`config.mk`:
```
export PLATFORM = sky130hd
export DESIGN_NAME = quadrature_count_period_speed
export DESIGN_NICKNAME = d
export VERILOG_FILES = /design/src/rtl/qcps_pkg.sv /design/src/rtl/quadrature_count_period_speed.sv /design/src/rtl/qcps_div.sv
export VERILOG_INCLUDE_DIRS = /design/src /design/src/rtl
export SDC_FILE = /design/constraint.sdc
export NUM_CORES = 1
export LEC_CHECK = 0
export BUFFER_PORTS_ARGS = -buffer_cell sky130_fd_sc_hd__clkbuf_2
export CELL_PAD_IN_SITES_DETAIL_PLACEMENT = 1
export CELL_PAD_IN_SITES_GLOBAL_PLACEMENT = 1
export CORE_UTILIZATION = 46
export CTS_CLUSTER_DIAMETER = 80
export DETAILED_ROUTE_END_ITERATION = 10
export PLACE_DENSITY_LB_ADDON = 0.1
export SYNTH_ARGS = -nofsm -noshare
export SYNTH_HDL_FRONTEND = slang
export SYNTH_SLANG_ARGS = --single-unit
```
`constraint.sdc`:
```
create_clock -name clock -period 16.25 [get_ports clock]
set_clock_uncertainty 0.15 [all_clocks]
set_input_delay 1.625 -clock clock [delete_from_list [all_inputs] [get_ports clock]]
set_output_delay 1.625 -clock clock [all_outputs]
set_load 0.02 [all_outputs]
```
`src/rtl/quadrature_count_period_speed_assert.svh`:
```
// Assertion macros shared by the RTL files.
// QCPS_ASSERT is checked only out of reset; QCPS_ASSERT_ALWAYS also during reset.
`ifndef QUADRATURE_COUNT_PERIOD_SPEED_ASSERT_SVH
`define QUADRATURE_COUNT_PERIOD_SPEED_ASSERT_SVH
`ifndef SYNTH
`define QCPS_ASSERT(lbl, clk, rst, prop) \
   lbl: assert property (@(posedge clk) disable iff (rst) prop) \
      else $error("qcps assertion failed");
`define QCPS_ASSERT_ALWAYS(lbl, clk, prop) \
   lbl: assert property (@(posedge clk) prop) \
      else $error("qcps assertion failed");
`else
`define QCPS_ASSERT(lbl, clk, rst, prop)
`define QCPS_ASSERT_ALWAYS(lbl, clk, prop)
`endif
`endif

```
`src/rtl/qcps_pkg.sv`:
```
`default_nettype none
package qcps_pkg;

   localparam int unsigned TIME_W  = 32;
   localparam int unsigned SCALE_W = 40;
   localparam int unsigned CNT_W   = 32;
   localparam int unsigned SPEED_W = 32;

   // divider: scale over period magnitude (at most 2^31-1)
   localparam int unsigned DIV_N_W = SCALE_W;
   localparam int unsigned DIV_D_W = 31;
   localparam int unsigned DIV_C_W = $clog2(DIV_N_W + 1);

   localparam int unsigned CSR_IDX_W = 8;
   localparam logic [CSR_IDX_W-1:0] CSR_SPEED_SCALE  = 8'd0;
   localparam logic [CSR_IDX_W-1:0] CSR_STOP_TIMEOUT = 8'd1;

   localparam logic OP_EDGE  = 1'b0;
   localparam logic OP_QUERY = 1'b1;

   localparam logic [SPEED_W-1:0] SPEED_MAX       = 32'h7FFF_FFFF;
   localparam logic [TIME_W-1:0]  TIMEOUT_RESET   = 32'd10000;
   localparam logic [TIME_W-1:0]  LAST_TIME_RESET = 32'd1;
   localparam logic [TIME_W-1:0]  PERIOD_RESET    = 32'd10000000;

endpackage
`default_nettype wire

```
`src/rtl/quadrature_count_period_speed.sv`:
```
`default_nettype none
// Channel   Ports                                   Moves
// req       req_tvalid/tready, tdata[39:0], tuser    edge or query transaction
// rsp       rsp_tvalid/tready, tdata[103:0]          one result transaction per req
// csr       csr_valid/ready, csr_index, csr_data     register write
//
// Edge transactions: result registered on the next edge after acceptance.
// Queries: stopped or zero-period answered the same way; otherwise the radix-2
//   divider runs and the result is registered once it signals done.
// req_tready is low while the divider runs and while an unread result would be
//   overwritten. csr_ready is always high. Reset is synchronous, active high.
`include "quadrature_count_period_speed_assert.svh"
module quadrature_count_period_speed
   import qcps_pkg::*;
(
   input  wire logic                 clock,
   input  wire logic                 reset,
   // config write port
   input  wire logic                 csr_valid,
   output logic                      csr_ready,
   input  wire logic [CSR_IDX_W-1:0] csr_index,
   input  wire logic [SCALE_W-1:0]   csr_data,
   // request stream
   input  wire logic                 req_tvalid,
   output logic                      req_tready,
   input  wire logic [39:0]          req_tdata,  // phase_a, phase_b, now_us[31:0], pad
   input  wire logic [0:0]           req_tuser,  // operation
   // result stream
   output logic                      rsp_tvalid,
   input  wire logic                 rsp_tready,
   output logic [103:0]              rsp_tdata   // position, signed_period_us, speed,
                                                 // stopped, pad
);

   typedef enum logic {ST_IDLE, ST_DIV} state_type;

   state_type           state_ff, state_in;
   logic [SCALE_W-1:0]  scale_ff, scale_in;
   logic [TIME_W-1:0]   timeout_ff, timeout_in;
   logic [CNT_W-1:0]    count_ff, count_in;
   logic [TIME_W-1:0]   last_time_ff, last_time_in;
   logic [TIME_W-1:0]   last_period_ff, last_period_in;
   logic                neg_ff, neg_in;
   logic                rsp_valid_ff, rsp_valid_in;
   logic [CNT_W-1:0]    out_pos_ff, out_pos_in;
   logic [TIME_W-1:0]   out_period_ff, out_period_in;
   logic [SPEED_W-1:0]  out_speed_ff, out_speed_in;
   logic                out_stopped_ff, out_stopped_in;

   logic                req_op, req_pa, req_pb;
   logic [TIME_W-1:0]   req_now;
   logic                req_fire;
   logic [TIME_W-1:0]   elapsed, mag, period_new;
   logic [TIME_W-1:0]   pmag;
   logic                div_start, div_done;
   logic [DIV_N_W-1:0]  div_quo;
   logic [SPEED_W-1:0]  speed_mag;

   assign req_op  = req_tuser[0];
   assign req_pa  = req_tdata[0];
   assign req_pb  = req_tdata[1];
   assign req_now = req_tdata[33:2];

   assign csr_ready  = 1'b1;
   assign req_tready = (state_ff == ST_IDLE) && (!rsp_valid_ff || rsp_tready);
   assign req_fire   = req_tvalid && req_tready;

   // modulo-2^32 time since last edge; saturate to 31 bits for the period
   assign elapsed    = req_now - last_time_ff;
   assign mag        = elapsed[TIME_W-1] ? SPEED_MAX : elapsed;
   assign period_new = (req_pa == req_pb) ? (TIME_W'(0) - mag) : mag;
   assign pmag       = last_period_ff[TIME_W-1] ? (TIME_W'(0) - last_period_ff)
                                                : last_period_ff;

   assign div_start = req_fire && (req_op == OP_QUERY) && !(elapsed > timeout_ff)
                      && (last_period_ff != '0);

   qcps_div u_div (
      .clock    (clock),
      .reset    (reset),
      .start    (div_start),
      .dividend (scale_ff),
      .divisor  (pmag[DIV_D_W-1:0]),
      .done     (div_done),
      .quotient (div_quo)
   );

   // quotient limited to 2^31-1 before the sign goes back on
   assign speed_mag = (|div_quo[DIV_N_W-1:SPEED_W-1]) ? SPEED_MAX
                                                       : {1'b0, div_quo[SPEED_W-2:0]};

   always_comb begin
      state_in       = state_ff;
      scale_in       = scale_ff;
      timeout_in     = timeout_ff;
      count_in       = count_ff;
      last_time_in   = last_time_ff;
      last_period_in = last_period_ff;
      neg_in         = neg_ff;
      rsp_valid_in   = rsp_valid_ff && !rsp_tready;
      out_pos_in     = out_pos_ff;
      out_period_in  = out_period_ff;
      out_speed_in   = out_speed_ff;
      out_stopped_in = out_stopped_ff;

      if (csr_valid) begin
         unique case (csr_index)
            CSR_SPEED_SCALE:  scale_in   = csr_data;
            CSR_STOP_TIMEOUT: timeout_in = csr_data[TIME_W-1:0];
            default: ;
         endcase
      end

      unique case (state_ff)
         ST_IDLE: begin
            if (req_fire) begin
               if (req_op == OP_EDGE) begin
                  count_in       = (req_pa == req_pb) ? count_ff - 1'b1 : count_ff + 1'b1;
                  last_period_in = period_new;
                  last_time_in   = req_now;
                  rsp_valid_in   = 1'b1;
                  out_pos_in     = (req_pa == req_pb) ? count_ff - 1'b1 : count_ff + 1'b1;
                  out_period_in  = period_new;
                  out_speed_in   = '0;
                  out_stopped_in = 1'b0;
               end else if (div_start) begin
                  neg_in   = last_period_ff[TIME_W-1];
                  state_in = ST_DIV;
               end else begin
                  // stopped, or zero period: answered at once
                  rsp_valid_in   = 1'b1;
                  out_pos_in     = count_ff;
                  out_period_in  = last_period_ff;
                  out_stopped_in = elapsed > timeout_ff;
                  out_speed_in   = (elapsed > timeout_ff) ? '0 : SPEED_MAX;
               end
            end
         end
         ST_DIV: begin
            if (div_done) begin
               rsp_valid_in   = 1'b1;
               out_pos_in     = count_ff;
               out_period_in  = last_period_ff;
               out_stopped_in = 1'b0;
               out_speed_in   = neg_ff ? (SPEED_W'(0) - speed_mag) : speed_mag;
               state_in       = ST_IDLE;
            end
         end
         default: state_in = ST_IDLE;
      endcase
   end

   always_ff @(posedge clock) begin
      if (reset) begin
         state_ff       <= ST_IDLE;
         scale_ff       <= '0;
         timeout_ff     <= TIMEOUT_RESET;
         count_ff       <= '0;
         last_time_ff   <= LAST_TIME_RESET;
         last_period_ff <= PERIOD_RESET;
         rsp_valid_ff   <= 1'b0;
      end else begin
         state_ff       <= state_in;
         scale_ff       <= scale_in;
         timeout_ff     <= timeout_in;
         count_ff       <= count_in;
         last_time_ff   <= last_time_in;
         last_period_ff <= last_period_in;
         rsp_valid_ff   <= rsp_valid_in;
      end
      neg_ff         <= neg_in;
      out_pos_ff     <= out_pos_in;
      out_period_ff  <= out_period_in;
      out_speed_ff   <= out_speed_in;
      out_stopped_ff <= out_stopped_in;
   end

   assign rsp_tvalid = rsp_valid_ff;
   assign rsp_tdata  = {7'd0, out_stopped_ff, out_speed_ff, out_period_ff, out_pos_ff};

   // divider result only shows up while a query waits on it
   `QCPS_ASSERT(a_done_in_div, clock, reset, div_done |-> (state_ff == ST_DIV))
   // saturation keeps the stored period off -2^31
   `QCPS_ASSERT(a_period_range, clock, reset, last_period_ff != 32'h8000_0000)
   // a stopped result never carries a speed
   `QCPS_ASSERT(a_stopped_zero, clock, reset,
      (rsp_valid_ff && out_stopped_ff) |-> (out_speed_ff == '0))
   // edge transactions produce their result on the next cycle
   `QCPS_ASSERT(a_edge_latency, clock, reset,
      (req_fire && (req_op == OP_EDGE)) |=> rsp_valid_ff)

endmodule
`default_nettype wire

```
`src/rtl/qcps_div.sv`:
```
`default_nettype none
// Radix-2 restoring divider, one quotient bit per cycle.
module qcps_div
   import qcps_pkg::*;
(
   input  wire logic               clock,
   input  wire logic               reset,
   input  wire logic               start,
   input  wire logic [DIV_N_W-1:0] dividend,
   input  wire logic [DIV_D_W-1:0] divisor,
   output logic                    done,
   output logic [DIV_N_W-1:0]      quotient
);

   logic               busy_ff, busy_in;
   logic               done_ff, done_in;
   logic [DIV_C_W-1:0] cnt_ff, cnt_in;
   logic [DIV_N_W-1:0] quo_ff, quo_in;
   logic [DIV_D_W:0]   rem_ff, rem_in;
   logic [DIV_D_W-1:0] dvs_ff, dvs_in;
   logic [DIV_D_W:0]   trial;
   logic [DIV_D_W:0]   diff;

   // remainder stays below divisor, so its top bit is always clear
   assign trial = {rem_ff[DIV_D_W-1:0], quo_ff[DIV_N_W-1]};
   assign diff  = trial - {1'b0, dvs_ff};

   always_comb begin
      busy_in = busy_ff;
      done_in = 1'b0;
      cnt_in  = cnt_ff;
      quo_in  = quo_ff;
      rem_in  = rem_ff;
      dvs_in  = dvs_ff;
      if (start) begin
         busy_in = 1'b1;
         cnt_in  = DIV_C_W'(DIV_N_W);
         quo_in  = dividend;
         rem_in  = '0;
         dvs_in  = divisor;
      end else if (busy_ff) begin
         cnt_in = cnt_ff - 1'b1;
         if (trial >= {1'b0, dvs_ff}) begin
            rem_in = diff;
            quo_in = {quo_ff[DIV_N_W-2:0], 1'b1};
         end else begin
            rem_in = trial;
            quo_in = {quo_ff[DIV_N_W-2:0], 1'b0};
         end
         if (cnt_ff == DIV_C_W'(1)) begin
            busy_in = 1'b0;
            done_in = 1'b1;
         end
      end
   end

   always_ff @(posedge clock) begin
      if (reset) begin
         busy_ff <= 1'b0;
         done_ff <= 1'b0;
         cnt_ff  <= '0;
      end else begin
         busy_ff <= busy_in;
         done_ff <= done_in;
         cnt_ff  <= cnt_in;
      end
      quo_ff <= quo_in;
      rem_ff <= rem_in;
      dvs_ff <= dvs_in;
   end

   assign done     = done_ff;
   assign quotient = quo_ff;

endmodule
`default_nettype wire
```
# --- Word-level counts from Yosys, hierarchy flattened ---
# Index checks and enable logic that the tools add are counted.
# Widths: inputs -> output; s select.
op_classes:
  addsub: 8
  order_cmp: 2
  eq_ne: 6
  n_mux: 47
  n_bitwise: 3
  reduce_logical: 21
op_table:
  columns: ["operator", "count"]
  rows:
  - ["$mux 32", 15]
  - ["$pmux 32 s2", 3]
  - ["$mux 31", 5]
  - ["$mux 40", 2]
  - ["$sub 1x31->32 const A", 2]
  - ["$add 32x1->32 const B", 1]
  - ["$ge 32x31->1", 1]
  - ["$gt 32x32->1", 1]
  - ["$reduce_bool 32->1", 1]
  - ["$sub 32x1->32 const B", 1]
  - ["$sub 32x32->32", 1]
  - ["$sub 1x31->31 const A", 1]
  - ["$sub 31x31->31", 1]
  - ["$mux 1", 17]
  - ["$mux 6", 2]
  - ["$reduce_or 9->1", 1]
  - ["$eq 8x1->1 const B", 1]
  - ["$logic_not 8->1", 1]
  - ["$eq 6x1->1 const B", 1]
  - ["$logic_and 1x1->1", 6]
  - ["$pmux 1 s2", 3]
  - ["$reduce_and 3->1", 2]
  - ["$sub 6x1->6 const B", 1]
  - ["$reduce_and 2->1", 2]
  - ["other kinds (11)", 15]
totals:
  register_bits: 378
  elab_cells: 106

# --- Longest topological paths before layout ---
# Gate-level depths: netlist (run 1).
depth:
  ltp_word: 11
  ltp_mapped: 25

# --- Cells and area by module ---
# Synthesis (run 1) repeated with hierarchy kept, for this count alone.
hier_totals:
  cells_unflattened: 2836
  area_unflattened_um2: 23850.4
by_module_without_submodules:
  columns: ["mod", "instances", "cells_each", "area_each_um2", "seq_area_each_um2"]
  rows:
  - ["quadrature_count_period_speed", 1, 2226, 17524.3, 6346.1]
  - ["qcps_div", 1, 610, 6326.1, 2912.8]

# --- Worst setup path after synthesis (run 1) ---
# Ideal clock, no wire load.
synth_timing:
  path_type: "input port to flip-flop"
  start: "in req_tdata[2]"
  end: "reg out_period_ff[0] (enable)"
  arrival_ns: 12.615
  required_ns: 15.404
  setup_slack_ns: 2.789
  cell_stages: 23
  path_buffers: 1
  path_cell_list: "inv_1 -> ha_1 -> inv_1 -> fa_1 -> a21o_1 -> a221o_2 -> nand4_2 -> a21o_1 -> nand4_1 -> a41o_1 -> a21o_1 -> xnor2_1 -> inv_1 -> ha_1 -> nand2_1 -> nor4_1 -> a21boi_0 -> a211o_1 -> a21bo_2 -> a211o_1 -> clkbuf_1 -> clkinv_1 -> o31ai_1"
synth_via:
  elab_chain_len: 7
synth_rtl:
  columns: ["item", "line_no", "source"]
  rows:
  - ["from (decl)", "quadrature_count_period_speed.sv:26", "input wire logic [39:0] req_tdata,"]
  - ["$sub 32x32->32", "quadrature_count_period_speed.sv:69", "assign elapsed = req_now - last_time_ff;"]
  - ["$gt 32x32->1", "quadrature_count_period_speed.sv:75", "assign div_start = req_fire && (req_op == OP_QUERY) && !(elapsed > timeout_ff)"]
  - ["$logic_not 1->1", "quadrature_count_period_speed.sv:75", null]
  - ["$logic_and 1x1->1", "quadrature_count_period_speed.sv:75", null]
  - ["$logic_and 1x1->1", "quadrature_count_period_speed.sv:76", "&& (last_period_ff != '0);"]
  - ["$ne 3x3->1 (no source line)", null, null]
  - ["$reduce_and 3->1 (no source line)", null, null]
  - ["to (signal assigned)", "quadrature_count_period_speed.sv:173", "out_period_ff <= out_period_in;"]
  - ["to (decl)", "quadrature_count_period_speed.sv:46", "logic [TIME_W-1:0] out_period_ff, out_period_in;"]
# Every way passes these cells.
# A chain may end at the register's enable or synchronous reset.

# --- Worst setup path in the final report (run 1) ---
layout_timing:
  start: "in req_tdata[2]"
  end: "reg out_period_ff[18] (enable)"
# Same word-level chain as after synthesis.

==> impl_summary.log, run 1 <==
[metrics] outcome: finished, final reports clean
[metrics] worst hold slack: 0.305 ns
[metrics] most used flip-flop cell after synthesis: sky130_fd_sc_hd__dfxtp_1
[metrics] register bit count reported by yosys: ~380
[metrics] Avg Inst Size Synth: about 8.4 µm²
[metrics] post-layout power: roughly 3400 µW
[metrics] P_leak: 0.0100 µW
[metrics] clock network latency to the later pin of the worst-skew pair: 0.59 ns
[metrics] count of flip-flops with a built-in enable after synthesis: 169
[metrics] post-CTS setup-driven buffer insertion count: 0
[metrics] Post-Place Cell Area: 24,000 µm²
[metrics] final antenna-violating net count: 0
[metrics] cts-stage hold buffer count: 0
[metrics] xor/xnor share of the synthesized area: 5.08%
[metrics] relative slew slack: 21.0%
[metrics] fraction of layout instances using a drive strength above 1: 12.5%
[metrics] aggregate global-route resource usage: 26.4%
[metrics] total standard cell area after synthesis: 22,600 µm²
[metrics] arrival time worst endpoint: 8.56 ns
[metrics] final critical path time including I/O delays and setup: 8.52 ns
[metrics] placed cell count: ~3.4k
[metrics] register area share after synthesis: 41.0%
[metrics] kind of start point of the critical path: input port
[metrics] placed wire-length estimate: 48,100 µm
[metrics] via count of the first global-routing pass: 20.2k
[metrics] hold violation total from the final report: 0
[metrics] fraction of synthesis flops using an asynchronous set or reset pin: 0%
[metrics] Boundary Pins: around 200
[metrics] final standard cell count with taps included and fillers excluded: 3,438
[metrics] top cells by area in the synthesized netlist: sky130_fd_sc_hd__edfxtp_1 (22%), sky130_fd_sc_hd__dfxtp_1 (19%), sky130_fd_sc_hd__nand2_1 (8.3%), sky130_fd_sc_hd__ha_1 (7.1%), sky130_fd_sc_hd__a21oi_1 (6.3%)
[metrics] ant diodes: 0
[metrics] via total after detailed routing: 19.8k
[metrics] Chip Height: 224 µm
[metrics] Post-Syn Instances: about 2.7k
[metrics] final instance area: around 25,000 µm²
[metrics] Num CTS Buffers: 43
[metrics] fin. max-slew vios: 0
[metrics] gr ovfl total: 0
[metrics] post-synthesis simple-gate area fraction: 18.6%
[metrics] Clock Tree Buf Depth: 3
[metrics] max-capacitance violation count: 0
[metrics] Die Wd: 224 µm
[metrics] Core ar.: 48,000 µm²
[metrics] HP Class: register to register
[metrics] I/O Buffers: 186
[metrics] dominant cell type by area after synthesis: sky130_fd_sc_hd__edfxtp_1
[metrics] DRC viols: 0
[metrics] cell area power density: 134 nW/µm²
[metrics] slowest library cell on the worst path: sky130_fd_sc_hd__xor2_1
[metrics] clock sink count: between 300 and 400
[metrics] # setup viols final: 0
[metrics] unrepaired setup endpoints after global routing: false
[metrics] dominant combinational cell family by area after synthesis: compound AO/OA/AOI/OAI gates
[metrics] H-tree lvl count: 2
[metrics] fill cell instance count of the final layout: between 5k and 6k
[metrics] largest net degree at the start of global routing: 98
[metrics] peak supply drop: 78.0 µV
[metrics] Iteration-0 DRC Markers: approximately 1.1k
[metrics] average detailed-routed wire length per instance: 19.3 µm
[metrics] distinct cell type count of the synthesized netlist: 85
[metrics] delay of the slowest critical-path stage: about 0.75 ns
[metrics] final-stage net count: 3,016
[metrics] worst-path maximum fanout: 64
[metrics] Avg Vias per Cell: 5.75
[metrics] sum of negative setup slack: 0 ns
[metrics] Clock transition at path regs: 0.06 ns
[metrics] Row Count: 80
[metrics] root buf cell: sky130_fd_sc_hd__clkbuf_16
[metrics] TritonCTS clock tree: done
[metrics] number of antenna violations at the first check in global routing: 1
[metrics] kind of critical path: input port to register
[metrics] first-pass GRT wire length: 107,000 µm
[metrics] RePlAce Congestion: 0.892
[metrics] endpoint required time on the critical path: between 15 and 20 ns
[metrics] multiplexer share of the synthesized area: 2.75%
[metrics] pin slew with the least headroom to its limit: between 1 and 1.5 ns
[metrics] effective utilization at floorplan: 47.0%
[metrics] top-area cell type share of the netlist area: 22.5%
[metrics] first-pass detailed-route iteration total: 7
[metrics] Period Utilization, post-route: 52.4%
[metrics] Worst setup EP type: register
[metrics] Synth Area in Compound Gates: between 20% and 30%
[metrics] Achievable Freq: approximately 120 MHz
[metrics] Synth Warn #: 0
[metrics] total die area: 50,000 µm²
[metrics] arithmetic-cell share of the synthesized area counting full adders, half adders and majority gates: 7.41%
[metrics] layout overhead on the synthesized area: 12.5%
[metrics] count of instances resized after the clock tree is built: 0
[metrics] drt total wl: between 60,000 and 70,000 µm
[worst paths after layout]
kind | start | end | slack, ns | cells after the start
min | last_time_ff[28] | last_time_ff[28] | 0.30 | 2
min reg2reg | last_time_ff[28] | last_time_ff[28] | 0.30 | 2
max | req_tdata[2] | out_period_ff[18] | 7.73 | 27
max reg2reg | last_time_ff[0] | out_period_ff[18] | 8.61 | 25
[cell usage after synthesis, drive strengths merged, types with 4 or more instances]
library cell,instances
a2111oi,5
a211o,7
a211oi,47
a21boi,7
a21o,55
a21oi,288
a221oi,9
a311oi,6
a31o,5
a31oi,30
and2,9
and3,20
and4,5
buf,20
clkbuf,119
dfxtp,209
edfxtp,169
ha,129
inv,135
mux2,41
mux2i,16
nand2,501
nand2b,22
nand3,50
nand4,22
nor2,188
nor2b,10
nor3,44
nor3b,5
nor4,19
o211ai,22
o21a,22
o21ai,166
o21bai,9
o22ai,4
o31a,5
o31ai,24
o41ai,6
or2,8
or3,21
or4,15
xnor2,97
xor2,34
[cells by family after synthesis]
logic type	after synthesis
AO/OA/AOI/OAI	750
adder cells (fa/ha/maj)	132
buffers and inverters	275
multiplexers	57
flip-flops	378
XOR/XNOR	131
AND/OR/NAND/NOR	950
other	2
[through the flow]
step / setup WS [ns] / utilization [%]
6_report: 7.73 / 52.9
5_1_grt: 7.37 / 52.9
4_1_cts: 7.78 / 52.9
3_5_place_dp: 7.29 / 49.9
3_3_place_gp: 7.51 / 49.9
2_1_floorplan: 2.79 / -
[metal layers]
layer | up-vias | part of all wire (%) | global-route usage [%] | wire (µm)
met5 | - | 0.020 | 0 | 13
met2 | 375 | 47 | 44.4 | 31300
met1 | 9553 | 44 | 33.5 | 29200
li1 | 9720 | - | - | -
met3 | 133 | 4.4 | 4.46 | 2900
met4 | 2 | 4.3 | 11.4 | 2880
[power by group]
group / switching [µW] / leakage [µW] / total, µW / internal [µW]
logic: 726 / 0.00601 / 1160 / 438
registers: 87.6 / 0.00333 / 1230 / 1140
clock network: 409 / 0.000716 / 1010 / 598
[cell type report]
class,instances,area (µm²),area share [%]
well taps,615,769,3.03
flip-flops and latches,378,9260,36.4
clock buffers,62,1280,5.05
inverters,136,513,2.02
clock inverters,16,180,0.709
multi-input cells,2028,12300,48.6
repair buffers,203,1060,4.17
[critical path, delay by kind of cell]
family | cells | cell delay (ns)
adders and majority gates | 3 | 0.86
xor gates and xnor gates | 1 | 0.75
AOI/OAI and AO/OA | 13 | 2.71
and+or+nand+nor | 3 | 0.37
buffers and inverters | 7 | 2.11
[layout by cell type, fill, tap and decap left out, drive strengths merged, types with 6 or more instances in the layout]
cell,instances
a21oi,288
nor2b,10
inv,135
and2,9
o31ai,24
dfxtp,209
conb,8
a21boi,7
nand3,50
or4,15
mux2,41
nor2,188
o21a,22
nor4,19
and3,20
nand4,22
o21bai,9
clkbuf,247
a211oi,47
ha,129
or3,21
a311oi,6
or2,8
nand2,501
a211o,7
xor2,34
o21ai,166
a31oi,30
nor3,44
a21o,55
xnor2,97
nand2b,22
clkinv,13
a221oi,9
o211ai,22
buf,18
mux2i,16
o41ai,6
edfxtp,169
[flip-flops by register name, indices dropped and copies added (netlist names)]
signal,flops
u_div.rem_ff,31
timeout_ff,32
scale_ff,40
out_speed_ff,32
state_ff,1
count_ff,32
u_div.quotient,40
out_stopped_ff,1
u_div.dvs_ff,31
out_pos_ff,32
last_period_ff,32
neg_ff,1
rsp_tvalid,1
u_div.done,1
u_div.cnt_ff,6
last_time_ff,32
out_period_ff,32
u_div.busy_ff,1
No activity file was read; power rests on OpenSTA's default activity.
==> inputs of run 2 (changes only) <==
--- a/config.mk
+++ b/config.mk
@@ -6,10 +6,11 @@
 export SDC_FILE = /design/constraint.sdc
 export NUM_CORES = 1
 export LEC_CHECK = 0
+export ABC_AREA = 1
 export BUFFER_PORTS_ARGS = -buffer_cell sky130_fd_sc_hd__clkbuf_2
 export CELL_PAD_IN_SITES_DETAIL_PLACEMENT = 1
 export CELL_PAD_IN_SITES_GLOBAL_PLACEMENT = 1
-export CORE_UTILIZATION = 46
+export CORE_UTILIZATION = 40
 export CTS_CLUSTER_DIAMETER = 80
 export DETAILED_ROUTE_END_ITERATION = 10
 export PLACE_DENSITY_LB_ADDON = 0.1
==> constraint.sdc (replaced) <==
create_clock -name clock -period 7.3 [get_ports clock]
set_clock_uncertainty 0.15 [all_clocks]
set_input_delay 0.73 -clock clock [delete_from_list [all_inputs] [get_ports clock]]
set_output_delay 0.73 -clock clock [all_outputs]
set_load 0.02 [all_outputs]
==> run 2 against run 1 <==
Against the previous run: clock power is 130% higher; cell count up 21%; via count up 9.8%; wire length up 11%; core utilization is 6.9 points lower; non-clock buffer count is 1 lower; first-iteration DRC count decreased by 3.3%; worst hold slack got worse by 0.095 ns.
==> impl_summary.log, run 2 <==
[metrics] # setup viols final: 0
[metrics] Period Utilization, post-route: 81.3%
[metrics] hold violation total from the final report: 0
[metrics] fraction of layout instances using a drive strength above 1: 10.5%
[metrics] total die area: about 60,000 µm²
[metrics] power spent charging and discharging nets: 2740 µW
[metrics] Core ar.: 58,000 µm²
[metrics] source of the critical timing path: last_time_ff[0]
[metrics] distinct cell type count of the synthesized netlist: 59
[metrics] post-synthesis simple-gate area fraction: 23.0%
[metrics] number of antenna violations at the first check in global routing: 0
[metrics] most frequent cells in the layout: sky130_fd_sc_hd__nand2_1 (687), sky130_fd_sc_hd__inv_1 (477), sky130_fd_sc_hd__nor2_1 (273)
[metrics] TritonCTS clock tree: done
[metrics] kind of start point of the critical path: register
[metrics] ant diodes: 0
[metrics] register bit count reported by yosys: 378
[metrics] Num CTS Buffers: 45
[metrics] fraction of synthesis flops using an asynchronous set or reset pin: 0%
[metrics] outcome: finished, final reports clean
[metrics] effective utilization at floorplan: 40.7%
[metrics] fill cell instance count of the final layout: 7,315
[metrics] slowest library cell on the worst path: sky130_fd_sc_hd__nand2_2
[metrics] Clock Tree Buf Depth: 3
[metrics] sum of negative setup slack: 0 ns
[metrics] most common cell after layout, fill and taps aside: sky130_fd_sc_hd__nand2_1
[metrics] Post-Place Cell Area: 25,100 µm²
[metrics] average detailed-routed wire length per instance: around 18 µm
[metrics] DRC viols: 0
[metrics] first-pass GRT wire length: about 120,000 µm
[metrics] multiplexer share of the synthesized area: less than 1%
[metrics] Avg Inst Size Synth: ~7.3 µm²
[metrics] top cells by area in the synthesized netlist: sky130_fd_sc_hd__edfxtp_1 (22%), sky130_fd_sc_hd__dfxtp_1 (18%), sky130_fd_sc_hd__nand2_1 (11%), sky130_fd_sc_hd__inv_1 (7.6%), sky130_fd_sc_hd__ha_1 (6.8%)
[metrics] final-stage net count: 3,572
[metrics] Net Sw Frac: 37.0%
[metrics] depth of the worst register-to-register path: 28
[metrics] kind of critical path: register to register
[metrics] largest net degree at the start of global routing: a little under 100
[metrics] most numerous cell types in the synthesized netlist: sky130_fd_sc_hd__nand2_1 (689), sky130_fd_sc_hd__inv_1 (478), sky130_fd_sc_hd__nor2_1 (275), sky130_fd_sc_hd__a21oi_1 (271), sky130_fd_sc_hd__o21ai_0 (261)
[metrics] first-pass detailed-route iteration total: 5
[metrics] endpoint of the most critical setup path: out_pos_ff[30]
[metrics] fin. max-slew vios: 0
[metrics] final critical path time including I/O delays and setup: 5.93 ns
[metrics] xor/xnor share of the synthesized area: 3.94%
[metrics] unrepaired setup endpoints after global routing: false
[metrics] arithmetic-cell share of the synthesized area counting full adders, half adders and majority gates: 7.10%
[metrics] cell area power density: ~280 nW/µm²
[metrics] H-tree lvl count: 2
[metrics] worst-path maximum fanout: between 90 and 100
[metrics] Clock transition at path regs: 0.06 ns
[metrics] via count of the first global-routing pass: around 22k
[metrics] r2r setup slk: 1.37 ns
[metrics] arrival time worst endpoint: 6.01 ns
[metrics] clock sink count: 378
[metrics] final instance area: ~27,000 µm²
[metrics] top-area cell type share of the netlist area: 21.5%
[metrics] I/O Buffers: 186
[metrics] layout overhead on the synthesized area: 13.1%
[metrics] aggregate global-route resource usage: about a quarter
[metrics] reg2reg end: out_pos_ff[30]
[metrics] Avg Vias per Cell: between 5 and 6
[metrics] most frequent cell on the critical path: sky130_fd_sc_hd__nand2_1
[metrics] relative slew slack: roughly 22%
[metrics] delay of the slowest critical-path stage: around 0.50 ns
[metrics] final antenna-violating net count: 0
[metrics] Synth Area in Compound Gates: roughly 16%
[metrics] Boundary Pins: between 200 and 250
[metrics] root buf cell: sky130_fd_sc_hd__clkbuf_16
[metrics] gr ovfl total: 0
[metrics] placed wire-length estimate: 56,500 µm
[metrics] Crit Reg-Reg Startpoint: last_time_ff[0]
[metrics] total standard cell area after synthesis: 23,600 µm²
[metrics] Chip Height: ~240 µm
[metrics] post-CTS setup-driven buffer insertion count: 0
[metrics] peak supply drop: 173 µV
[metrics] P_leak: 0.0121 µW
[metrics] count of instances resized after the clock tree is built: 0
[metrics] Clk pwr share: 31.8%
[metrics] dominant combinational cell family by area after synthesis: simple AND/OR/NAND/NOR gates
[metrics] dominant cell type by area after synthesis: sky130_fd_sc_hd__edfxtp_1
[metrics] via total after detailed routing: 21.7k
[metrics] RePlAce Congestion: ~0.9
[metrics] endpoint required time on the critical path: 7.38 ns
[metrics] Synth Warn #: 0
[metrics] internal power of the cells: 4670 µW
[metrics] Iteration-0 DRC Markers: roughly 1k
[metrics] max-capacitance violation count: 0
[metrics] count of flip-flops with a built-in enable after synthesis: 169
[metrics] Post-Syn Instances: 3,213
[metrics] pin slew with the least headroom to its limit: 1.17 ns
[metrics] Die Wd: 245 µm
[metrics] most used flip-flop cell after synthesis: sky130_fd_sc_hd__dfxtp_1
[metrics] HP Class: input port to register
[metrics] Achievable Freq: 169 MHz
[metrics] most common cell in the synthesized netlist: sky130_fd_sc_hd__nand2_1
[metrics] cts-stage hold buffer count: 0
[metrics] drt total wl: 73,500 µm
[metrics] Reg power frac: around 36%
[metrics] register area share after synthesis: 39.2%
[metrics] combinational share of power: a little under a third
[metrics] clock network latency to the later pin of the worst-skew pair: 0.61 ns
[metrics] Worst setup EP type: register
[metrics] Row Count: about 90
[run 2: area by class of cell]
type,instances,area (µm²),share of cell area (%)
Clock buffer,54,1190,4.46
Sequential cell,378,9260,34.7
Inverter,491,1850,6.92
Clock inverter,29,354,1.33
Timing Repair Buffer,202,1060,3.99
Multi-Input combinational cell,2228,12000,45.0
Tap cell,765,957,3.59
[run 2: kinds of logic (layout without fill, tap and decap cells)]
group           Yosys count  in the layout
flops                   378            378
simple gates           1277           1277
compound gates          704            704
fa+ha+maj               132            132
xor+xnor                106            106
buf+inv                 613            776
mux                       1              1
other cells               2              8
[run 2: worst min path at each step]
stage / slack (ns) / depth (start not counted) / to / startpoint
floorplan: 0.28 / 2 / timeout_ff[0] / timeout_ff[0]
global placement: 0.29 / 2 / last_time_ff[18] / last_time_ff[18]
detailed placement: 0.30 / 2 / last_time_ff[26] / last_time_ff[26]
CTS: 0.18 / 3 / scale_ff[36] / csr_data[36]
global route: 0.20 / 3 / scale_ff[36] / csr_data[36]
finish: 0.21 / 3 / scale_ff[36] / csr_data[36]
[run 2: layer usage]
metal / share of wire [%] / track usage (%)
met5: 0 / 0
met4: 3.4 / 9.10
met3: 3.2 / 2.61
met2: 47 / 42.1
met1: 46 / 31.8
[run 2: metrics by stage]
step	hold WS (ns)	setup WS [ns]	std cells	utilization [%]	total power [µW]
CTS	0.177	1.27	4147	46.0	7510
finish	0.210	1.37	4147	46.0	7420
floorplan	0.278	0.349	3219	-	4370
detailed placement	0.303	0.698	4064	43.3	5100
global route	0.201	0.822	4147	46.0	7880
global placement	0.294	0.879	4064	43.3	5010
[run 2: critical path, delay by kind of cell, from the launching register on]
kind	cells	cell delay, ns
AOI/OAI and AO/OA	3	0.53
adders and majority gates	3	0.84
buffers and inverters	5	0.99
DFF	1	0.34
and+or+nand+nor	17	2.61
[run 2: power groups by stage]
stage | registers [µW] | clock network [µW] | logic (µW)
floorplan | 2790 | 0 | 1580
global placement | 2720 | 0 | 2290
detailed placement | 2730 | 0 | 2360
CTS | 2690 | 2430 | 2390
global route | 2720 | 2500 | 2660
finish | 2690 | 2360 | 2370
